[config.mk]
export PLATFORM = sky130hd
export DESIGN_NAME = delimited_frame_receiver
export DESIGN_NICKNAME = d
export VERILOG_FILES = /design/src/design/dfr_pkg.sv /design/src/design/delimited_frame_receiver.sv
export SDC_FILE = /design/constraint.sdc
export NUM_CORES = 1
export LEC_CHECK = 0
export ABC_AREA = 1
export BUFFER_PORTS_ARGS = -buffer_cell sky130_fd_sc_hd__buf_2
export CAP_MARGIN = 20
export CORE_MARGIN = 1.5
export CORE_UTILIZATION = 50
export CTS_BUF_LIST = sky130_fd_sc_hd__clkbuf_4
export CTS_CLUSTER_DIAMETER = 30
export DETAILED_ROUTE_END_ITERATION = 8
export PLACE_DENSITY = 0.71
export SYNTH_ARGS = -nofsm -noshare
export SYNTH_HDL_FRONTEND = slang
export SYNTH_SLANG_ARGS = --single-unit
[constraint.sdc]
create_clock -name i_clk -period 6.58 [get_ports i_clk]
set_input_delay 0.329 -clock i_clk [delete_from_list [all_inputs] [get_ports i_clk]]
set_output_delay 0.329 -clock i_clk [all_outputs]
set_load 0.1 [all_outputs]
[src/design/dfr_pkg.sv]
// ---------------------------------------------------------------------------
// dfr_pkg
// types and constants of the delimited frame receiver
// ---------------------------------------------------------------------------
`default_nettype none

package dfr_pkg;

    // stream and register port widths
    localparam int IN_TDATA_W  = 40;
    localparam int IN_TUSER_W  = 2;
    localparam int OUT_TDATA_W = 48;
    localparam int OUT_PAD_W   = 4;
    localparam int CFG_IDX_W   = 8;
    localparam int CFG_DATA_W  = 16;
    localparam int ERR_W       = 5;
    localparam int PLEN_W      = 6;
    localparam int TIME_W      = 32;
    localparam int TOUT_W      = 16;

    // commands carried in the input tuser
    typedef enum logic [1:0] {
        OP_FEED   = 2'd0,
        OP_TAKE   = 2'd1,
        OP_PEEK   = 2'd2,
        OP_ERRORS = 2'd3
    } t_opcode;

    // positions of the sticky error flags
    localparam int ERR_MISSED    = 0;
    localparam int ERR_TIMEOUT   = 1;
    localparam int ERR_COLLISION = 2;
    localparam int ERR_BAD_LEN   = 3;
    localparam int ERR_CORRUPT   = 4;

    // configuration register indexes
    localparam logic [CFG_IDX_W-1:0] CFG_START_CHAR   = 8'd0;
    localparam logic [CFG_IDX_W-1:0] CFG_END_CHAR     = 8'd1;
    localparam logic [CFG_IDX_W-1:0] CFG_MASTER_ID    = 8'd2;
    localparam logic [CFG_IDX_W-1:0] CFG_BYTE_TIMEOUT = 8'd3;

    // configuration reset values
    localparam logic [7:0]        RST_START_CHAR   = 8'd2;
    localparam logic [7:0]        RST_END_CHAR     = 8'd3;
    localparam logic [7:0]        RST_MASTER_ID    = 8'd0;
    localparam logic [TOUT_W-1:0] RST_BYTE_TIMEOUT = 16'd10;

    // position inside a frame
    typedef enum logic [2:0] {
        PH_IDLE,
        PH_SENDER,
        PH_RECEIVER,
        PH_TYPE,
        PH_LENGTH,
        PH_DATA,
        PH_CRC,
        PH_END
    } t_phase;

    // command sequencer
    typedef enum logic {
        ST_IDLE,
        ST_STREAM
    } t_state;

endpackage

`default_nettype wire

[src/design/delimited_frame_receiver.sv]
// ---------------------------------------------------------------------------
// delimited_frame_receiver
// parses start/end delimited serial frames and streams the stored frame out
// ---------------------------------------------------------------------------
// Input stream: one command per transfer. tuser holds the command (feed byte,
// take frame, peek frame, read and clear errors), tdata the byte and its
// arrival time in ms. Output stream: result items, tlast on the final result
// of a command, tuser set when the item carries a data byte.
// Configuration: write channel with register index and data, always ready;
// write it only while no command is in flight.
// Feed and read-errors give one result, registered in the cycle after the
// transfer. Take and peek of a stored frame of n data bytes read the payload
// memory one entry per cycle while the output is not stalled and give n
// results; each byte passes the memory read register and then the output
// register. A feed, read-errors or empty readout gives a single result.
// Reset clears the parser, the pending mark, the error flags and loads the
// default configuration; the payload memory is not cleared and is only read
// at entries the pending frame has written.
// When the receiver stalls the output register holds its result and the
// input side stops taking commands until the result has been taken.
`default_nettype none

module delimited_frame_receiver #(
    parameter int MAX_PAYLOAD = 32
) (
    input  wire logic                            i_clk,
    input  wire logic                            i_rst_n,
    // input stream
    input  wire logic                            i_s_tvalid,
    output logic                                 o_s_tready,
    // tdata: rx_byte [7:0], now_ms [39:8]
    input  wire logic [dfr_pkg::IN_TDATA_W-1:0]  i_s_tdata,
    // tuser: opcode [1:0]
    input  wire logic [dfr_pkg::IN_TUSER_W-1:0]  i_s_tuser,
    // result stream
    output logic                                 o_m_tvalid,
    input  wire logic                            i_m_tready,
    // tdata: frame_ready [0], error_bits [5:1], sender [13:6],
    // receiver [21:14], message_type [29:22], payload_length [35:30],
    // payload_byte [43:36], zero [47:44]
    output logic [dfr_pkg::OUT_TDATA_W-1:0]      o_m_tdata,
    // tuser: payload_valid [0]
    output logic                                 o_m_tuser,
    output logic                                 o_m_tlast,
    // configuration writes
    input  wire logic                            i_cfg_valid,
    output logic                                 o_cfg_ready,
    input  wire logic [dfr_pkg::CFG_IDX_W-1:0]   i_cfg_index,
    input  wire logic [dfr_pkg::CFG_DATA_W-1:0]  i_cfg_data
);

    import dfr_pkg::*;

    localparam int LEN_W = $clog2(MAX_PAYLOAD + 1);
    localparam int AW    = (MAX_PAYLOAD > 1) ? $clog2(MAX_PAYLOAD) : 1;

    // configuration registers
    logic [7:0]        r_start_char;
    logic [7:0]        r_end_char;
    logic [7:0]        r_master_id;
    logic [TOUT_W-1:0] r_timeout;

    // parser and frame state
    t_phase            r_phase,       n_phase;
    logic [LEN_W-1:0]  r_byte_count,  n_byte_count;
    logic [TIME_W-1:0] r_last_time,   n_last_time;
    logic              r_pending,     n_pending;
    logic [ERR_W-1:0]  r_errors,      n_errors;
    logic [7:0]        r_sender,      n_sender;
    logic [7:0]        r_receiver,    n_receiver;
    logic [7:0]        r_type,        n_type;
    logic [LEN_W-1:0]  r_length,      n_length;

    // sequencer and readout
    t_state            r_state,       n_state;
    logic [LEN_W-1:0]  r_rd_idx,      n_rd_idx;
    logic [7:0]        r_rdata;
    logic [7:0]        r_payload_mem [MAX_PAYLOAD];

    // output register
    logic                   r_out_valid, n_out_valid;
    logic [OUT_TDATA_W-1:0] r_out_data,  n_out_data;
    logic                   r_out_user,  n_out_user;
    logic                   r_out_last,  n_out_last;

    // feed results
    t_phase            f_phase;
    t_phase            phase_eff;
    logic              timed_out;
    logic [TIME_W-1:0] gap;
    logic [ERR_W-1:0]  f_errors;
    logic              f_pending;
    logic [7:0]        f_sender;
    logic [7:0]        f_receiver;
    logic [7:0]        f_type;
    logic [LEN_W-1:0]  f_length;
    logic [LEN_W-1:0]  f_byte_count;
    logic [LEN_W-1:0]  cnt_inc;

    // memory access
    logic              mem_we;
    logic [AW-1:0]     mem_waddr;
    logic              mem_re;
    logic [AW-1:0]     mem_raddr;

    // handshake and input fields
    t_opcode           s_opcode;
    logic [7:0]        s_byte;
    logic [TIME_W-1:0] s_now;
    logic              s_accept;
    logic              slot_free;
    logic              last_beat;
    logic              stream_start;

    // pack one result into the output tdata layout
    function automatic logic [OUT_TDATA_W-1:0] pack_result(
        input logic             ready,
        input logic [ERR_W-1:0] errs,
        input logic [7:0]       snd,
        input logic [7:0]       rcv,
        input logic [7:0]       typ,
        input logic [LEN_W-1:0] len,
        input logic [7:0]       data
    );
        logic [LEN_W+PLEN_W-1:0] len_ext;
        logic [PLEN_W-1:0]       len6;
        len_ext = {{PLEN_W{1'b0}}, len};
        len6    = ready ? len_ext[PLEN_W-1:0] : '0;
        return {{OUT_PAD_W{1'b0}}, data, len6,
                ready ? typ : 8'd0, ready ? rcv : 8'd0, ready ? snd : 8'd0,
                errs, ready};
    endfunction

    // input fields and handshake
    assign s_opcode   = t_opcode'(i_s_tuser);
    assign s_byte     = i_s_tdata[7:0];
    assign s_now      = i_s_tdata[IN_TDATA_W-1:8];
    assign slot_free  = !r_out_valid || i_m_tready;
    assign o_s_tready = (r_state == ST_IDLE) && slot_free;
    assign s_accept   = i_s_tvalid && o_s_tready;
    assign o_cfg_ready = 1'b1;

    assign o_m_tvalid = r_out_valid;
    assign o_m_tdata  = r_out_data;
    assign o_m_tuser  = r_out_user;
    assign o_m_tlast  = r_out_last;

    assign last_beat    = (r_rd_idx == (r_length - LEN_W'(1)));
    assign stream_start = r_pending && (r_length != '0);

    // configuration writes, unknown indexes ignored
    always_ff @(posedge i_clk) begin
        if (!i_rst_n) begin
            r_start_char <= RST_START_CHAR;
            r_end_char   <= RST_END_CHAR;
            r_master_id  <= RST_MASTER_ID;
            r_timeout    <= RST_BYTE_TIMEOUT;
        end else if (i_cfg_valid) begin
            unique case (i_cfg_index)
                CFG_START_CHAR:   r_start_char <= i_cfg_data[7:0];
                CFG_END_CHAR:     r_end_char   <= i_cfg_data[7:0];
                CFG_MASTER_ID:    r_master_id  <= i_cfg_data[7:0];
                CFG_BYTE_TIMEOUT: r_timeout    <= i_cfg_data[TOUT_W-1:0];
                default: ;
            endcase
        end
    end

    // byte timeout check, then next parser phase
    always_comb begin
        gap       = s_now - r_last_time;
        timed_out = (r_phase != PH_IDLE) && (gap > {{(TIME_W-TOUT_W){1'b0}}, r_timeout});
        phase_eff = timed_out ? PH_IDLE : r_phase;
        cnt_inc   = r_byte_count + LEN_W'(1);
        f_phase   = phase_eff;
        unique case (phase_eff)
            PH_IDLE:     if (s_byte == r_start_char) f_phase = PH_SENDER;
            PH_SENDER:   f_phase = PH_RECEIVER;
            PH_RECEIVER: f_phase = PH_TYPE;
            PH_TYPE:     f_phase = PH_LENGTH;
            PH_LENGTH: begin
                if (s_byte > 8'(MAX_PAYLOAD))
                    f_phase = PH_IDLE;
                else if (s_byte == 8'd0)
                    f_phase = PH_CRC;
                else
                    f_phase = PH_DATA;
            end
            PH_DATA:     if (cnt_inc >= r_length) f_phase = PH_CRC;
            PH_CRC:      f_phase = PH_END;
            PH_END:      f_phase = PH_IDLE;
            default:     f_phase = PH_IDLE;
        endcase
    end

    // parser actions on a fed byte
    always_comb begin
        f_errors     = r_errors;
        f_pending    = r_pending;
        f_sender     = r_sender;
        f_receiver   = r_receiver;
        f_type       = r_type;
        f_length     = r_length;
        f_byte_count = r_byte_count;
        mem_waddr    = r_byte_count[AW-1:0];
        mem_we       = 1'b0;
        if (r_pending) f_errors[ERR_MISSED] = 1'b1;
        if (timed_out) f_errors[ERR_TIMEOUT] = 1'b1;
        unique case (phase_eff)
            PH_IDLE: begin
                if (s_byte == r_start_char) begin
                    f_byte_count = '0;
                    f_pending    = 1'b0;
                end
            end
            PH_SENDER: begin
                if (s_byte == r_master_id) begin
                    f_sender = s_byte;
                    f_errors[ERR_COLLISION] = 1'b1;
                end else begin
                    f_sender = s_byte - 8'd1;
                end
            end
            PH_RECEIVER: f_receiver = s_byte;
            PH_TYPE:     f_type = s_byte;
            PH_LENGTH: begin
                if (s_byte > 8'(MAX_PAYLOAD))
                    f_errors[ERR_BAD_LEN] = 1'b1;
                else
                    f_length = s_byte[LEN_W-1:0];
            end
            PH_DATA: begin
                mem_we       = s_accept && (s_opcode == OP_FEED);
                f_byte_count = cnt_inc;
            end
            PH_CRC: ;
            PH_END: begin
                if (s_byte == r_end_char)
                    f_pending = 1'b1;
                else
                    f_errors[ERR_CORRUPT] = 1'b1;
            end
            default: ;
        endcase
    end

    // state updates per accepted command
    always_comb begin
        n_phase      = r_phase;
        n_byte_count = r_byte_count;
        n_last_time  = r_last_time;
        n_pending    = r_pending;
        n_errors     = r_errors;
        n_sender     = r_sender;
        n_receiver   = r_receiver;
        n_type       = r_type;
        n_length     = r_length;
        if (s_accept) begin
            unique case (s_opcode)
                OP_FEED: begin
                    n_phase      = f_phase;
                    n_byte_count = f_byte_count;
                    n_last_time  = (f_phase != PH_IDLE) ? s_now : r_last_time;
                    n_pending    = f_pending;
                    n_errors     = f_errors;
                    n_sender     = f_sender;
                    n_receiver   = f_receiver;
                    n_type       = f_type;
                    n_length     = f_length;
                end
                OP_TAKE:   n_pending = 1'b0;
                OP_PEEK:   ;
                OP_ERRORS: n_errors = '0;
                default:   ;
            endcase
        end
    end

    // sequencer next state
    always_comb begin
        n_state = r_state;
        unique case (r_state)
            ST_IDLE: begin
                if (s_accept && ((s_opcode == OP_TAKE) || (s_opcode == OP_PEEK))
                    && stream_start)
                    n_state = ST_STREAM;
            end
            ST_STREAM: begin
                if (slot_free && last_beat) n_state = ST_IDLE;
            end
            default: n_state = ST_IDLE;
        endcase
    end

    // sequencer outputs: result register loads and payload reads
    always_comb begin
        n_out_valid = r_out_valid && !i_m_tready;
        n_out_data  = r_out_data;
        n_out_user  = r_out_user;
        n_out_last  = r_out_last;
        n_rd_idx    = r_rd_idx;
        mem_re      = 1'b0;
        mem_raddr   = '0;
        unique case (r_state)
            ST_IDLE: begin
                if (s_accept) begin
                    unique case (s_opcode) inside
                        OP_FEED: begin
                            n_out_valid = 1'b1;
                            n_out_data  = pack_result(f_pending, f_errors, f_sender,
                                                      f_receiver, f_type, f_length, 8'd0);
                            n_out_user  = 1'b0;
                            n_out_last  = 1'b1;
                        end
                        OP_TAKE, OP_PEEK: begin
                            if (stream_start) begin
                                // first payload entry, data arrives next cycle
                                mem_re   = 1'b1;
                                n_rd_idx = '0;
                            end else begin
                                n_out_valid = 1'b1;
                                n_out_data  = pack_result(r_pending, r_errors, r_sender,
                                                          r_receiver, r_type, r_length, 8'd0);
                                n_out_user  = 1'b0;
                                n_out_last  = 1'b1;
                            end
                        end
                        default: begin
                            n_out_valid = 1'b1;
                            n_out_data  = pack_result(r_pending, r_errors, r_sender,
                                                      r_receiver, r_type, r_length, 8'd0);
                            n_out_user  = 1'b0;
                            n_out_last  = 1'b1;
                        end
                    endcase
                end
            end
            ST_STREAM: begin
                if (slot_free) begin
                    n_out_valid = 1'b1;
                    n_out_data  = pack_result(1'b1, r_errors, r_sender, r_receiver,
                                              r_type, r_length, r_rdata);
                    n_out_user  = 1'b1;
                    n_out_last  = last_beat;
                    if (!last_beat) begin
                        mem_re    = 1'b1;
                        n_rd_idx  = r_rd_idx + LEN_W'(1);
                        mem_raddr = n_rd_idx[AW-1:0];
                    end
                end
            end
            default: ;
        endcase
    end

    // payload memory: writes only while parsing, reads only for a take or peek readout
    always_ff @(posedge i_clk) begin
        if (mem_we) r_payload_mem[mem_waddr] <= s_byte;
        if (mem_re) r_rdata <= r_payload_mem[mem_raddr];
    end

    // control and frame registers
    always_ff @(posedge i_clk) begin
        if (!i_rst_n) begin
            r_phase      <= PH_IDLE;
            r_byte_count <= '0;
            r_last_time  <= '0;
            r_pending    <= 1'b0;
            r_errors     <= '0;
            r_sender     <= '0;
            r_receiver   <= '0;
            r_type       <= '0;
            r_length     <= '0;
            r_state      <= ST_IDLE;
            r_rd_idx     <= '0;
            r_out_valid  <= 1'b0;
        end else begin
            r_phase      <= n_phase;
            r_byte_count <= n_byte_count;
            r_last_time  <= n_last_time;
            r_pending    <= n_pending;
            r_errors     <= n_errors;
            r_sender     <= n_sender;
            r_receiver   <= n_receiver;
            r_type       <= n_type;
            r_length     <= n_length;
            r_state      <= n_state;
            r_rd_idx     <= n_rd_idx;
            r_out_valid  <= n_out_valid;
        end
    end

    // result payload register
    always_ff @(posedge i_clk) begin
        r_out_data <= n_out_data;
        r_out_user <= n_out_user;
        r_out_last <= n_out_last;
    end

endmodule

`default_nettype wire

==> reports/results.txt <==
Run status -> complete, no violations
Clock-pin transition on the worst setup and hold timing paths -> 0.06 ns
Via count -> 18,301
Placeable Area -> 0.04317 mm2
Required time of the critical path -> 7.03 ns
Num rows -> 76
GRT Residual Overflow -> 0
Sum of buffers and inverters on the critical path -> 2
Total Neg Setup Slack -> 0 ns
Overall power after layout -> 0.006035 W
Maximum count of clock buffers along a single path -> 3
Clock Power Share -> 41.8%
RSZ-0062 raised after global routing -> false
Setup repair bufs after CTS -> 0
Final count of pins violating max slew -> 0
Fmax -> 0.1873 GHz
Hold path startpoint -> i_s_tdata[7]
Yosys cell types -> 48
CTS H-tree lvls -> 3
Worst setup path endpoint -> r_payload_mem[29][2]
Least-Margin Pin Slew -> 0.8896 ns
Full die area -> 0.04505 mm2
EDFF count, synth -> 310
Initial Util -> 50.71%
Origin of the critical flop-to-flop path -> r_last_time[0]
Critical Path Sink Type -> register
Power density of the placed cells -> 238.2 mW/mm2
Critical Path Slowest Stage Cell -> sky130_fd_sc_hd__nor2_1
Final Net Count -> 2,918
Antenna-violating nets left -> 0
Most instantiated flip-flop cell in the synthesis netlist -> sky130_fd_sc_hd__edfxtp_1
Combinational Power Share -> 9.1%
Clock insertion delay at the later pin of the skew report -> 0.84 ns
FF-to-FF path depth -> 25
Wire length per cell -> 16.62 um
Cell area after technology mapping -> 0.02189 mm2
Hold violation count in the final report -> 0
Clock sink count -> 435
Die H -> 212.2 um
HPWL Detailed -> 38,350 um
Worst Setup Start Kind -> register
Largest stage delay on the critical path -> 0.66 ns
Part of the Yosys area used for sequential elements -> 53.95%
Pleak -> 10.90 nW
Remaining DRCs -> 0
Number of max-capacitance violations reported -> 0
Average size of a mapped cell -> 8.595 um2
I/O pin count -> 124
Largest area contributor in the synthesized netlist -> sky130_fd_sc_hd__edfxtp_1
# resized after CTS -> 0
Global Route Usage Sum -> 25.84%
Timing startpoint of the critical path -> r_last_time[0]
Number of storage elements in the synthesis netlist -> 435
Most frequent cell on the critical path -> sky130_fd_sc_hd__nand3_1
Synth warn -> 0
Async set-or-reset flop fraction in the synthesized netlist -> 0%
R2r setup slk -> 1.24 ns
Number of vias per cell after detailed routing -> 5.280
Quantity of I/O buffers inserted on ports -> 118
Root Driver -> sky130_fd_sc_hd__clkbuf_4
Number of setup violations in the final report -> 0
Top area cells in the synthesized netlist -> sky130_fd_sc_hd__edfxtp_1 (43%), sky130_fd_sc_hd__dfxtp_1 (11%), sky130_fd_sc_hd__nand2_1 (11%)
Routed wire length -> 57,620 um
Area Growth Syn to Fin -> 15.74%
Layout cells sized above 1 -> 13.48%
Fill count -> 3,844
Capture instance of the worst register-to-register path -> r_payload_mem[29][2]
Period utilization -> 81.13%
Total clock buffers created by CTS -> 117
Initial antenna violation count -> 2
Hold Crit Class -> input pin to register
Most common cell after layout, fill and taps aside -> sky130_fd_sc_hd__nand2_1
Fraction of power consumed by sequential logic -> 49.1%
Worst Clk Skew -> 0.03875 ns
Final Critical Period -> 5.338 ns
Internal portion of total power -> 0.004509 W
Critical path fanouts, max -> 10
Wire length of the first global-routing pass -> 90,720 um
Clock tree from TritonCTS -> yes
Switching Fraction -> 25.30%
Area share of the largest cell type after synthesis -> 42.52%
Gate count of the mapped netlist -> 2,547
Worst hold path stage count -> 2
Critical path depth in cells -> 25
Kind of cell with the highest combined delay on the critical path -> simple AND/OR/NAND/NOR gates
Worst slew slack as a fraction of its limit -> 40.69%
Length of the first detailed-routing pass in iterations -> 6
Arrival time at the worst endpoint -> 5.79 ns
Pin count of the biggest net entering global routing -> 87
Net Switching -> 0.001527 W
Highest-count cells in the layout ignoring fill and taps -> sky130_fd_sc_hd__nand2_1 (622), sky130_fd_sc_hd__inv_1 (344), sky130_fd_sc_hd__edfxtp_1 (310)
First-iteration detailed-routing DRC count -> 1,547
Type of the worst setup path -> register to register
Maximum ir drop on the vdd rail -> 0.0001379 V
Die X -> 212.2 um
Gpl congestion -> 0.9758
Via count of the first global-routing pass -> 17,644
==> stage by stage <==
stage	instance area [um2]	worst slack [ns]	std cells	utilization [%]	hold slack, ns
floorplan	21900	1.446	2550	-	0.4064
CTS	25330	1.315	3464	58.68	0.01354
finish	25340	1.242	3466	58.69	0.09408
global placement	22910	1.319	3167	53.07	0.4398
global route	25340	0.7636	3466	58.69	0.05820
detailed placement	22910	1.135	3167	53.07	0.4515
==> timing repair <==
action                     CTS  global route
hold endpoints to repair   113             0
setup endpoints to repair    0             0
hold buffers                81             0
==> area by class of cell <==
type | instances | area, um2 | share of cell area, %
Sequential cell | 435 | 11810 | 46.61
Multi-Input combinational cell | 1652 | 8270 | 32.64
Timing Repair Buffer | 223 | 1582 | 6.242
Inverter | 353 | 1326 | 5.234
Clock buffer | 172 | 1291 | 5.096
Tap cell | 585 | 732.0 | 2.889
Clock inverter | 44 | 320.3 | 1.264
Antenna cell | 2 | 5.005 | 0.01975
==> metal layers <==
metal  GRT usage, %  part of all wire, %
met2          42.67                   48
met1          33.15                   43
met4          10.56                  3.1
met3          5.421                  6.8
met5              0                    0
==> cell usage after synthesis, types with 2 or more instances <==
cell	instances
sky130_fd_sc_hd__nand2_1	623
sky130_fd_sc_hd__inv_1	345
sky130_fd_sc_hd__edfxtp_1	310
sky130_fd_sc_hd__nor2_1	238
sky130_fd_sc_hd__a21oi_1	213
sky130_fd_sc_hd__o21ai_0	167
sky130_fd_sc_hd__nand3_1	128
sky130_fd_sc_hd__dfxtp_1	125
sky130_fd_sc_hd__clkbuf_1	65
sky130_fd_sc_hd__ha_1	64
sky130_fd_sc_hd__xor2_1	36
sky130_fd_sc_hd__o22ai_1	33
sky130_fd_sc_hd__buf_2	22
sky130_fd_sc_hd__a32o_1	21
sky130_fd_sc_hd__nand4_1	18
sky130_fd_sc_hd__xnor2_1	16
sky130_fd_sc_hd__nand2_2	12
sky130_fd_sc_hd__buf_6	10
sky130_fd_sc_hd__o31ai_1	10
sky130_fd_sc_hd__nor2_2	9
sky130_fd_sc_hd__nor3_1	9
sky130_fd_sc_hd__o21ai_1	9
sky130_fd_sc_hd__buf_1	8
sky130_fd_sc_hd__o211ai_1	7
sky130_fd_sc_hd__or2_2	7
sky130_fd_sc_hd__inv_2	6
sky130_fd_sc_hd__buf_4	5
sky130_fd_sc_hd__nand3_2	3
sky130_fd_sc_hd__nor4_1	3
sky130_fd_sc_hd__o21bai_1	3
sky130_fd_sc_hd__clkinv_1	2
sky130_fd_sc_hd__conb_1	2
sky130_fd_sc_hd__nor2_4	2
sky130_fd_sc_hd__nor3_2	2
==> power groups by stage <==
stage / clock network (W) / registers, W / logic (W)
after floorplan: 0 / 0.00312 / 0.000252
after global placement: 0 / 0.00302 / 0.000498
after detailed placement: 0 / 0.00302 / 0.000506
after CTS: 0.00259 / 0.00296 / 0.000544
after global routing: 0.00272 / 0.00296 / 0.000599
final: 0.00252 / 0.00296 / 0.000548
==> sequential cells by signal, summed over array words and instances (netlist names), 8 cells and up <==
register	cells
r_payload_mem	256
o_m_tdata	44
r_last_time	32
r_timeout	16
r_end_char	8
r_master_id	8
r_rdata	8
r_receiver	8
r_sender	8
r_start_char	8
r_type	8
==> logic make-up (layout without fill, tap and decap cells) <==
family,count (synthesis),count (layout),synth area share [%]
AO/OA/AOI/OAI,469,469,11.74
XOR/XNOR,52,52,2.080
adder cells (fa/ha/maj),65,65,3.749
buffers and inverters,463,792,8.493
flip-flops,435,435,53.95
other,2,7,0.03430
AND/OR/NAND/NOR,1061,1061,19.95
==> how the worst min path moves through the flow <==
stage / endpoint / slack, ns
finish: r_payload_mem[5][7] / 0.09
global route: r_payload_mem[7][7] / 0.06
CTS: r_master_id[6] / 0.01
detailed placement: r_errors[1] / 0.45
global placement: r_errors[1] / 0.44
floorplan: o_m_tuser / 0.41
==> worst register-to-register path: cells and delay by family (launching register included) <==
kind                     cells  cell delay (ns)
XOR/XNOR                     1             0.10
adder cells (fa/ha/maj)      3             0.92
buffers and inverters        2             0.28
flip-flops                   1             0.31
AND/OR/NAND/NOR             19             3.33
(Power assumes the default switching activity.)
